### config.mk
export PLATFORM = sky130hd
export DESIGN_NAME = drop_rate_meter_unit
export DESIGN_NICKNAME = d
export VERILOG_FILES = /design/src/hdl/drm_pkg.sv /design/src/hdl/drm_div.sv /design/src/hdl/drop_rate_meter_unit.sv
export SDC_FILE = /design/constraint.sdc
export NUM_CORES = 2
export LEC_CHECK = 0
export ABC_CLOCK_PERIOD_IN_PS = 16100
export BUFFER_PORTS_ARGS = -buffer_cell sky130_fd_sc_hd__buf_2
export CORE_ASPECT_RATIO = 1.1
export CORE_MARGIN = 2
export CORE_UTILIZATION = 45
export CTS_CLUSTER_DIAMETER = 40
export DETAILED_ROUTE_END_ITERATION = 10
export HOLD_SLACK_MARGIN = 0.12
export PLACE_DENSITY_LB_ADDON = 0.25
export SYNTH_ARGS = -nofsm -noshare
export SYNTH_HDL_FRONTEND = slang
export SYNTH_SLANG_ARGS = --single-unit
### constraint.sdc
create_clock -name clk -period 16.1 [get_ports clk]
set_input_delay 4.83 -clock clk [delete_from_list [all_inputs] [get_ports clk]]
set_output_delay 4.83 -clock clk [all_outputs]
set_load 0.02 [all_outputs]
### src/hdl/drm_pkg.sv
// Package for the drop rate meter: register indexes, operation codes,
// arithmetic constants and the divider request type. No dependencies.
package drm_pkg;

  localparam logic [2:0] REG_DEBOUNCE  = 3'd0;
  localparam logic [2:0] REG_MIN_INT   = 3'd1;
  localparam logic [2:0] REG_WINDOW    = 3'd2;
  localparam logic [2:0] REG_TIMEOUT   = 3'd3;
  localparam logic [2:0] REG_TARGET    = 3'd4;
  localparam logic [2:0] REG_TOLERANCE = 3'd5;

  localparam logic [1:0] FUNC_QUERY = 2'd0;
  localparam logic [1:0] FUNC_DROP  = 2'd1;
  localparam logic [1:0] FUNC_CLEAR = 2'd2;

  localparam logic [23:0] MIN_SCALED = 24'd15360000;
  localparam logic [23:0] RATE_MAX   = 24'hFFFFFF;
  localparam logic [23:0] FLOW_LIMIT = 24'd128;
  localparam logic [6:0]  PCT_FULL   = 7'd100;

  typedef struct packed {
    logic        start;
    logic [31:0] dividend;
    logic [31:0] divisor;
  } div_req_t;

endpackage

### src/hdl/drm_div.sv
// Restoring divider, one quotient bit per cycle, for the drop rate meter.
// Depends on drm_pkg for the request type.
module drm_div (
  input  logic              clk,
  input  logic              rst,
  input  drm_pkg::div_req_t req,
  output logic              busy,
  output logic              done,
  output logic [31:0]       quotient
);
  import drm_pkg::*;

  logic [32:0] rem;
  logic [31:0] quo;
  logic [31:0] dsr;
  logic [5:0]  cnt;
  logic [32:0] trial;

  assign trial    = {rem[31:0], quo[31]};
  assign quotient = quo;

  always_ff @(posedge clk) begin
    if (rst) begin
      busy <= 1'b0;
      done <= 1'b0;
      cnt  <= 6'd0;
    end else begin
      done <= 1'b0;
      if (req.start) begin
        busy <= 1'b1;
        cnt  <= 6'd32;
        rem  <= 33'd0;
        quo  <= req.dividend;
        dsr  <= req.divisor;
      end else if (busy) begin
        if (trial >= {1'b0, dsr}) begin
          rem <= trial - {1'b0, dsr};
          quo <= {quo[30:0], 1'b1};
        end else begin
          rem <= trial;
          quo <= {quo[30:0], 1'b0};
        end
        cnt <= cnt - 6'd1;
        if (cnt == 6'd1) begin
          busy <= 1'b0;
          done <= 1'b1;
        end
      end
    end
  end

endmodule

### src/hdl/drop_rate_meter_unit.sv
// Top level of the drop rate meter: stamp memory, scan sequencer and result register.
// Depends on drm_pkg and drm_div.
//
// Channel | Direction | Transfer content
// s       | in        | tdata now_ms, tuser func
// m       | out       | tdata result fields
// cfg     | in        | register write, index and data
//
// An item that needs a divide goes from one accepting edge to the next through the
// accepting idle cycle, the update step, the walk over the stamp memory at one read a
// cycle, the multiply step, the divider and the finish step. An item without a divide
// skips the divider.
// Reset restores the configuration, the control state and the meter state; the stamps carry
// valid bits cleared at once.
// A result waiting on m holds the sequencer in its last step until transferred.
module drop_rate_meter_unit #(
  parameter int RING_DEPTH = 60
) (
  input  logic         clk,
  input  logic         rst,
  input  logic         s_tvalid,
  output logic         s_tready,
  input  logic [31:0]  s_tdata,  // [31:0] now_ms
  input  logic [1:0]   s_tuser,  // [1:0] func
  output logic         m_tvalid,
  input  logic         m_tready,
  // [0] accepted, [32:1] drop_count, [38:33] drops_in_window, [62:39] rate_q8,
  // [63] flowing, [64] stopped, [65] in_target, [97:66] since_last_ms, rest zero
  output logic [103:0] m_tdata,
  input  logic         cfg_we,
  input  logic [2:0]   cfg_index,
  input  logic [23:0]  cfg_data
);
  import drm_pkg::*;

  localparam int IW = (RING_DEPTH > 1) ? $clog2(RING_DEPTH) : 1;
  localparam int NW = $clog2(RING_DEPTH + 1);

  localparam logic [2:0] ST_IDLE = 3'd0;
  localparam logic [2:0] ST_UPD  = 3'd1;
  localparam logic [2:0] ST_SCAN = 3'd2;
  localparam logic [2:0] ST_MUL  = 3'd3;
  localparam logic [2:0] ST_DIV  = 3'd4;
  localparam logic [2:0] ST_FIN  = 3'd5;

  logic [15:0] debounce_ms, min_interval_ms;
  logic [19:0] window_ms, timeout_ms;
  logic [23:0] target_rate_q8;
  logic [6:0]  tolerance_pct;

  logic [31:0] stamp_mem [RING_DEPTH];
  logic [RING_DEPTH-1:0] stamp_vld;
  logic [IW-1:0] write_slot;
  logic [31:0] last_accept_time, accept_total;

  logic [2:0]  state;
  logic [1:0]  func;
  logic [31:0] now;
  logic        accepted;
  logic [NW-1:0] scan_cnt, n;
  logic        pend;
  logic [31:0] rd_data;
  logic        rd_vld;
  logic [31:0] oldest;
  logic        use_div;
  logic [23:0] rate;
  div_req_t    dreq;
  logic        div_busy, div_done;
  logic [31:0] div_q;

  logic [15:0] limit;
  logic [31:0] gap, since, span;
  logic        mem_we;
  logic        hit;
  logic [30:0] lhs;
  logic [31:0] lo, hi;
  logic        in_target;

  assign s_tready = (state == ST_IDLE);
  assign limit    = (debounce_ms > min_interval_ms) ? debounce_ms : min_interval_ms;
  assign gap      = now - last_accept_time;
  assign since    = (last_accept_time == 32'd0) ? 32'hFFFFFFFF : gap;
  assign span     = now - oldest;
  assign mem_we   = (state == ST_UPD) && (func == FUNC_DROP) &&
                    ((now - last_accept_time) >= {16'd0, limit});
  assign hit      = rd_vld && (rd_data != 32'd0) && ((now - rd_data) <= {12'd0, window_ms});
  assign lhs      = 31'(rate) * 31'd100;
  assign hi       = 32'(target_rate_q8) * 32'(PCT_FULL + {1'b0, tolerance_pct});
  assign lo       = (tolerance_pct >= PCT_FULL) ? 32'd0 :
                    32'(target_rate_q8) * 32'(PCT_FULL - tolerance_pct);
  assign in_target = ({1'b0, lhs} >= lo) && ({1'b0, lhs} <= hi);

  always_ff @(posedge clk) begin
    if (rst) begin
      debounce_ms     <= 16'd50;
      min_interval_ms <= 16'd100;
      window_ms       <= 20'd60000;
      timeout_ms      <= 20'd10000;
      target_rate_q8  <= 24'd15360;
      tolerance_pct   <= 7'd10;
    end else if (cfg_we) begin
      unique case (cfg_index)
        REG_DEBOUNCE:  debounce_ms     <= cfg_data[15:0];
        REG_MIN_INT:   min_interval_ms <= cfg_data[15:0];
        REG_WINDOW:    window_ms       <= cfg_data[19:0];
        REG_TIMEOUT:   timeout_ms      <= cfg_data[19:0];
        REG_TARGET:    target_rate_q8  <= cfg_data;
        REG_TOLERANCE: tolerance_pct   <= cfg_data[6:0];
        default: ;
      endcase
    end
  end

  always_ff @(posedge clk) begin
    if (mem_we) begin
      stamp_mem[write_slot] <= now;
    end
    if (state == ST_SCAN && scan_cnt < NW'(RING_DEPTH)) begin
      rd_data <= stamp_mem[scan_cnt[IW-1:0]];
    end
  end

  always_ff @(posedge clk) begin
    if (rst) begin
      state            <= ST_IDLE;
      stamp_vld        <= '0;
      write_slot       <= '0;
      last_accept_time <= 32'd0;
      accept_total     <= 32'd0;
      m_tvalid         <= 1'b0;
      pend             <= 1'b0;
      rd_vld           <= 1'b0;
      dreq.start       <= 1'b0;
      scan_cnt         <= '0;
    end else begin
      dreq.start <= 1'b0;
      if (m_tvalid && m_tready && state != ST_FIN) begin
        m_tvalid <= 1'b0;
      end
      unique case (state)
        ST_IDLE: begin
          if (s_tvalid) begin
            func  <= s_tuser;
            now   <= s_tdata;
            state <= ST_UPD;
          end
        end
        ST_UPD: begin
          accepted <= mem_we;
          if (func == FUNC_CLEAR) begin
            stamp_vld        <= '0;
            write_slot       <= '0;
            last_accept_time <= 32'd0;
            accept_total     <= 32'd0;
          end else if (mem_we) begin
            stamp_vld[write_slot] <= 1'b1;
            last_accept_time      <= now;
            accept_total          <= accept_total + 32'd1;
            write_slot <= (write_slot == IW'(RING_DEPTH - 1)) ? '0 : write_slot + IW'(1);
          end
          scan_cnt <= '0;
          n        <= '0;
          oldest   <= now;
          pend     <= 1'b0;
          state    <= ST_SCAN;
        end
        ST_SCAN: begin
          if (scan_cnt < NW'(RING_DEPTH)) begin
            rd_vld   <= stamp_vld[scan_cnt[IW-1:0]];
            pend     <= 1'b1;
            scan_cnt <= scan_cnt + NW'(1);
          end else begin
            pend <= 1'b0;
          end
          if (pend && hit) begin
            n <= n + NW'(1);
            if (rd_data < oldest) begin
              oldest <= rd_data;
            end
          end
          if (scan_cnt == NW'(RING_DEPTH) && !pend) begin
            state <= ST_MUL;
          end
        end
        ST_MUL: begin
          if (n >= NW'(2) && span != 32'd0) begin
            use_div       <= 1'b1;
            dreq.start    <= 1'b1;
            dreq.dividend <= 32'(64'(n - NW'(1)) * 64'(MIN_SCALED));
            dreq.divisor  <= span;
            state         <= ST_DIV;
          end else if (n >= NW'(1) && gap < {12'd0, timeout_ms}) begin
            use_div       <= 1'b1;
            dreq.start    <= 1'b1;
            dreq.dividend <= 32'(64'(n) * 64'(MIN_SCALED));
            dreq.divisor  <= (window_ms == 20'd0) ? 32'd1 : {12'd0, window_ms};
            state         <= ST_DIV;
          end else begin
            use_div <= 1'b0;
            rate    <= 24'd0;
            state   <= ST_FIN;
          end
        end
        ST_DIV: begin
          if (div_done) begin
            rate  <= (div_q > {8'd0, RATE_MAX}) ? RATE_MAX : div_q[23:0];
            state <= ST_FIN;
          end
        end
        ST_FIN: begin
          if (!m_tvalid || m_tready) begin
            m_tvalid <= 1'b1;
            m_tdata  <= {6'd0, since, in_target, (since > {12'd0, timeout_ms}),
                         (rate > FLOW_LIMIT), rate,
                         (n > NW'(63)) ? 6'd63 : 6'(n), accept_total, accepted};
            state    <= ST_IDLE;
          end
        end
        default: state <= ST_IDLE;
      endcase
    end
  end

  drm_div u_div (
    .clk      (clk),
    .rst      (rst),
    .req      (dreq),
    .busy     (div_busy),
    .done     (div_done),
    .quotient (div_q)
  );

`ifndef SYNTH
  a_div_in_div: assert property (@(posedge clk) disable iff (rst)
    div_busy |-> (state == ST_DIV))
    else $error("divider busy outside the divide step");
  a_accept_upd: assert property (@(posedge clk) disable iff (rst)
    (s_tvalid && s_tready) |=> (state == ST_UPD))
    else $error("accepted transfer did not start an update");
  a_scan_bound: assert property (@(posedge clk) disable iff (rst)
    (state == ST_SCAN) |-> (scan_cnt <= NW'(RING_DEPTH)))
    else $error("scan counter beyond ring depth");
  a_use_div: assert property (@(posedge clk) disable iff (rst)
    ((state == ST_FIN) && $past(state) == ST_MUL) |-> !use_div)
    else $error("divide skipped although requested");
`endif

endmodule
==> reports/metrics.csv <==
stage;metric;value;unit
status;outcome;complete, no violations;
clocking;root buf cell;clkbuf_16;
global_routing;initial antenna violation count;35;
global_routing;global-route wire length before repair;525000;um
setup_path;worst-path fanout max;27;
power_and_ir_drop;static leakage;51.5;nW
timing;Final period util;0.565;
clocking;Gates resized, CTS repair;0;
drt;via/cell ratio;5.88;
clocking;H-tree level count;5;
setup_path;crit path DAT;9660;ps
drt;Via Count;76700;
clocking;CTS tree;built;
cells_and_area;Fillers;22900;
flow_run;Max Cap Violations;0;
logic_synthesis;library cells used by synthesis;92;
clocking;clk_lat worst skew;910;ps
setup_path;CP startpoint kind;flop;
cells_and_area;fin nets;10100;
global_routing;GRT Overall Usage;0.250;
placed_design;Port Buffers;165;
clocking;clk sinks;2548;
clocking;Num CTS Buffers;349;
timing;worst rel slew slack;0.224;
timing;FMAX;0.110;GHz
logic_synthesis;FFs w/ async S/R, synth;0;
clocking;CTS max path bufs;4;
logic_synthesis;EDFF count, synth;2294;
drt;drt initial violations;7842;
timing;setup TNS after final layout;0;ps
die;Initial Util;0.452;
clocking;Worst-path clk slew;60;ps
worst_hold_path;hold crit path type;flop to flop;
logic_synthesis;post-synthesis cell area;127000;sq um
drt;DR DRC count;0;
placed_design;placed cell areas;133000;sq um
timing;clock skew;94.7;ps
die;Die W;510;um
timing;final max-slew violation count;0;
timing;Setup Viol. Count Final;0;
logic_synthesis;#FFs+latches synth;2548;
setup_path;Worst Setup Path Type;flop to flop;
drt;routed len/inst;27.4;um
power_and_ir_drop;PD cells;139;nW/um^2
die;Die Span Y;560;um
die;io pins;172;
setup_path;crit end category;flop;
logic_synthesis;mean post-synth cell area;14.6;sq um
setup_path;CP peak stage delay;870;ps
logic_synthesis;cell count after synthesis;8702;
clocking;Setup Buffers After CTS;0;
global_routing;grt total ovfl;0;
power_and_ir_drop;post-layout power;0.0202;W
placed_design;Final GP Congestion;0.877;
timing;post-layout min period;9100;ps
global_routing;largest net degree at the start of global routing;112;
die;area of the core;281000;sq um
drt;WL final;357000;um
timing;Worst-Margin Slew;1160;ps
die;Rows;204;
global_routing;vias in the first global route;78600;
timing;hold_ws;408;ps
logic_synthesis;top_reg_cell synth;edfxtp_1;
cells_and_area;Util after Layout;0.516;
drt;ANT nets after route;0;
clocking;Hold-fix buffers, CTS;0;
cells_and_area;layout cells sized above 1;0.190;
logic_synthesis;Syn. warnings;0;
placed_design;hpwl dp;230000;um
setup_path;Worst EP required;16670;ps
timing;Hold Violations, Final;0;
drt;first drt pass iteration count;6;
cells_and_area;Synth-to-Final Area Change;14.3;%
power_and_ir_drop;VDD IR max;0.101;mV
cells_and_area;design area;145000;sq um
logic_synthesis;Seq/Total Area, Yosys;0.584;
timing;RSZ-0062 raised after global routing;no;
die;die area;286000;sq um
setup_path;critical path's slowest cell;dfxtp_1;
## Yosys cell counts (29+ instances only)
cell type | number | share of area
a21oi_1 | 408 | 0.016
mux4_2 | 627 | 0.11
nand4_1 | 73 | 0.0036
nand3b_1 | 34 | 0.0020
edfxtp_1 | 2294 | 0.54
nor2_1 | 309 | 0.0092
xnor2_1 | 137 | 0.0095
or2_2 | 50 | 0.0025
or3_1 | 29 | 0.0014
mux2i_1 | 81 | 0.0064
nor4_1 | 44 | 0.0022
and3_1 | 40 | 0.0020
nand2b_1 | 63 | 0.0031
clkbuf_1 | 299 | 0.0089
nor2b_1 | 92 | 0.0045
inv_1 | 789 | 0.023
a211oi_1 | 39 | 0.0023
nand3_1 | 110 | 0.0043
o211ai_1 | 30 | 0.0018
and2_1 | 231 | 0.011
nand2_1 | 660 | 0.020
ha_1 | 619 | 0.061
nor3_1 | 82 | 0.0032
fa_1 | 326 | 0.052
buf_1 | 59 | 0.0017
o31ai_1 | 30 | 0.0018
a21o_1 | 115 | 0.0068
dfxtp_1 | 254 | 0.040
o21a_1 | 83 | 0.0049
o21ai_0 | 272 | 0.011
xor2_1 | 81 | 0.0056
## routing by layer
metal | global-route usage | up-vias | share of wire
li1 | - | 33200 | -
met1 | 0.328 | 39800 | 0.39
met2 | 0.420 | 3091 | 0.49
met3 | 0.0381 | 655 | 0.075
met4 | 0.0941 | 22 | 0.040
met5 | 0 | - | 0.00040
## kinds of logic (layout without fill, tap and decap cells)
kind of cell | count (synthesis) | after routing | synth area share
xor+xnor | 218 | 218 | 0.0151
other cells | 2 | 15 | 0.0000593
buf+inv | 1181 | 1799 | 0.0359
fa+ha+maj | 945 | 945 | 0.113
compound gates | 1188 | 1188 | 0.0588
mux | 729 | 729 | 0.120
simple gates | 1891 | 1891 | 0.0739
flops | 2548 | 2548 | 0.584
## cells in the final DEF (no fill, tap or decap), drive strengths merged, types with 82 or more instances in the layout
master,synthesis,layout
clkbuf,299,398
edfxtp,2294,2294
nor2,309,309
ha,619,619
buf,91,379
a21o,115,115
o21ai,278,278
xnor2,137,137
and2,231,231
nor3,82,82
fa,326,326
o21a,83,83
nand3,110,110
dfxtp,254,254
nor2b,92,92
nand2,663,663
a21oi,408,408
mux4,627,627
inv,790,835
clkinv,1,106
## sequential cells by signal, summed over array words and instances (netlist names), 24 cells and up
signal            count
stamp_mem          1920
m_tdata              98
stamp_vld            60
dreq                 52
accept_total         32
last_accept_time     32
now                  32
oldest               32
rd_data              32
u_div.dsr            32
u_div.quotient       32
u_div.rem            32
rate                 24
target_rate_q8       24
## layout make-up
type / instances / area [sq um] / share of cell area
diodes: 8 / 20.0 / 0.000138
clock buffers: 398 / 9090 / 0.0628
clock inverters: 231 / 2850 / 0.0197
inverters: 791 / 2970 / 0.0205
multi-input cells: 4978 / 48700 / 0.337
flip-flops and latches: 2548 / 74000 / 0.511
well taps: 3708 / 4640 / 0.0320
repair buffers: 379 / 2480 / 0.0171
## stage by stage
step,worst slack (ps),std cells
2_1_floorplan,2860,8707
3_3_place_gp,7110,12400
3_5_place_dp,7020,12400
4_1_cts,6970,13000
5_1_grt,6150,13000
6_report,7000,13000
## critical path, delay by kind of cell, from the launching register on
family	cells	cell delay, ps
adder cells (fa/ha/maj)	7	2940
XOR/XNOR	2	290
flip-flops	1	870
AND/OR/NAND/NOR	8	1240
buffers and inverters	6	770
AO/OA/AOI/OAI	12	2680
## power by group
part / total [W] / leakage (nW) / internal [W] / switching, W
Clock: 0.00786 / 5.75 / 0.00486 / 0.00300
Combinational: 0.00465 / 23.0 / 0.00190 / 0.00276
Sequential: 0.00765 / 22.7 / 0.00753 / 0.000122
Total: 0.0202 / 51.5 / 0.0143 / 0.00587
## worst paths after layout
| kind | slack (ps) | from | to | cells past startpoint |
|---|---|---|---|---|
| setup reg to reg | 7000 | tolerance_pct[0] | m_tdata[65] | 35 |
| setup / recovery | 7000 | tolerance_pct[0] | m_tdata[65] | 35 |
| hold reg to reg | 410 | dreq[19] | u_div.dsr[19] | 0 |
| hold / removal | 410 | dreq[19] | u_div.dsr[19] | 0 |
Note: power is estimated with default switching activity, not from simulation.
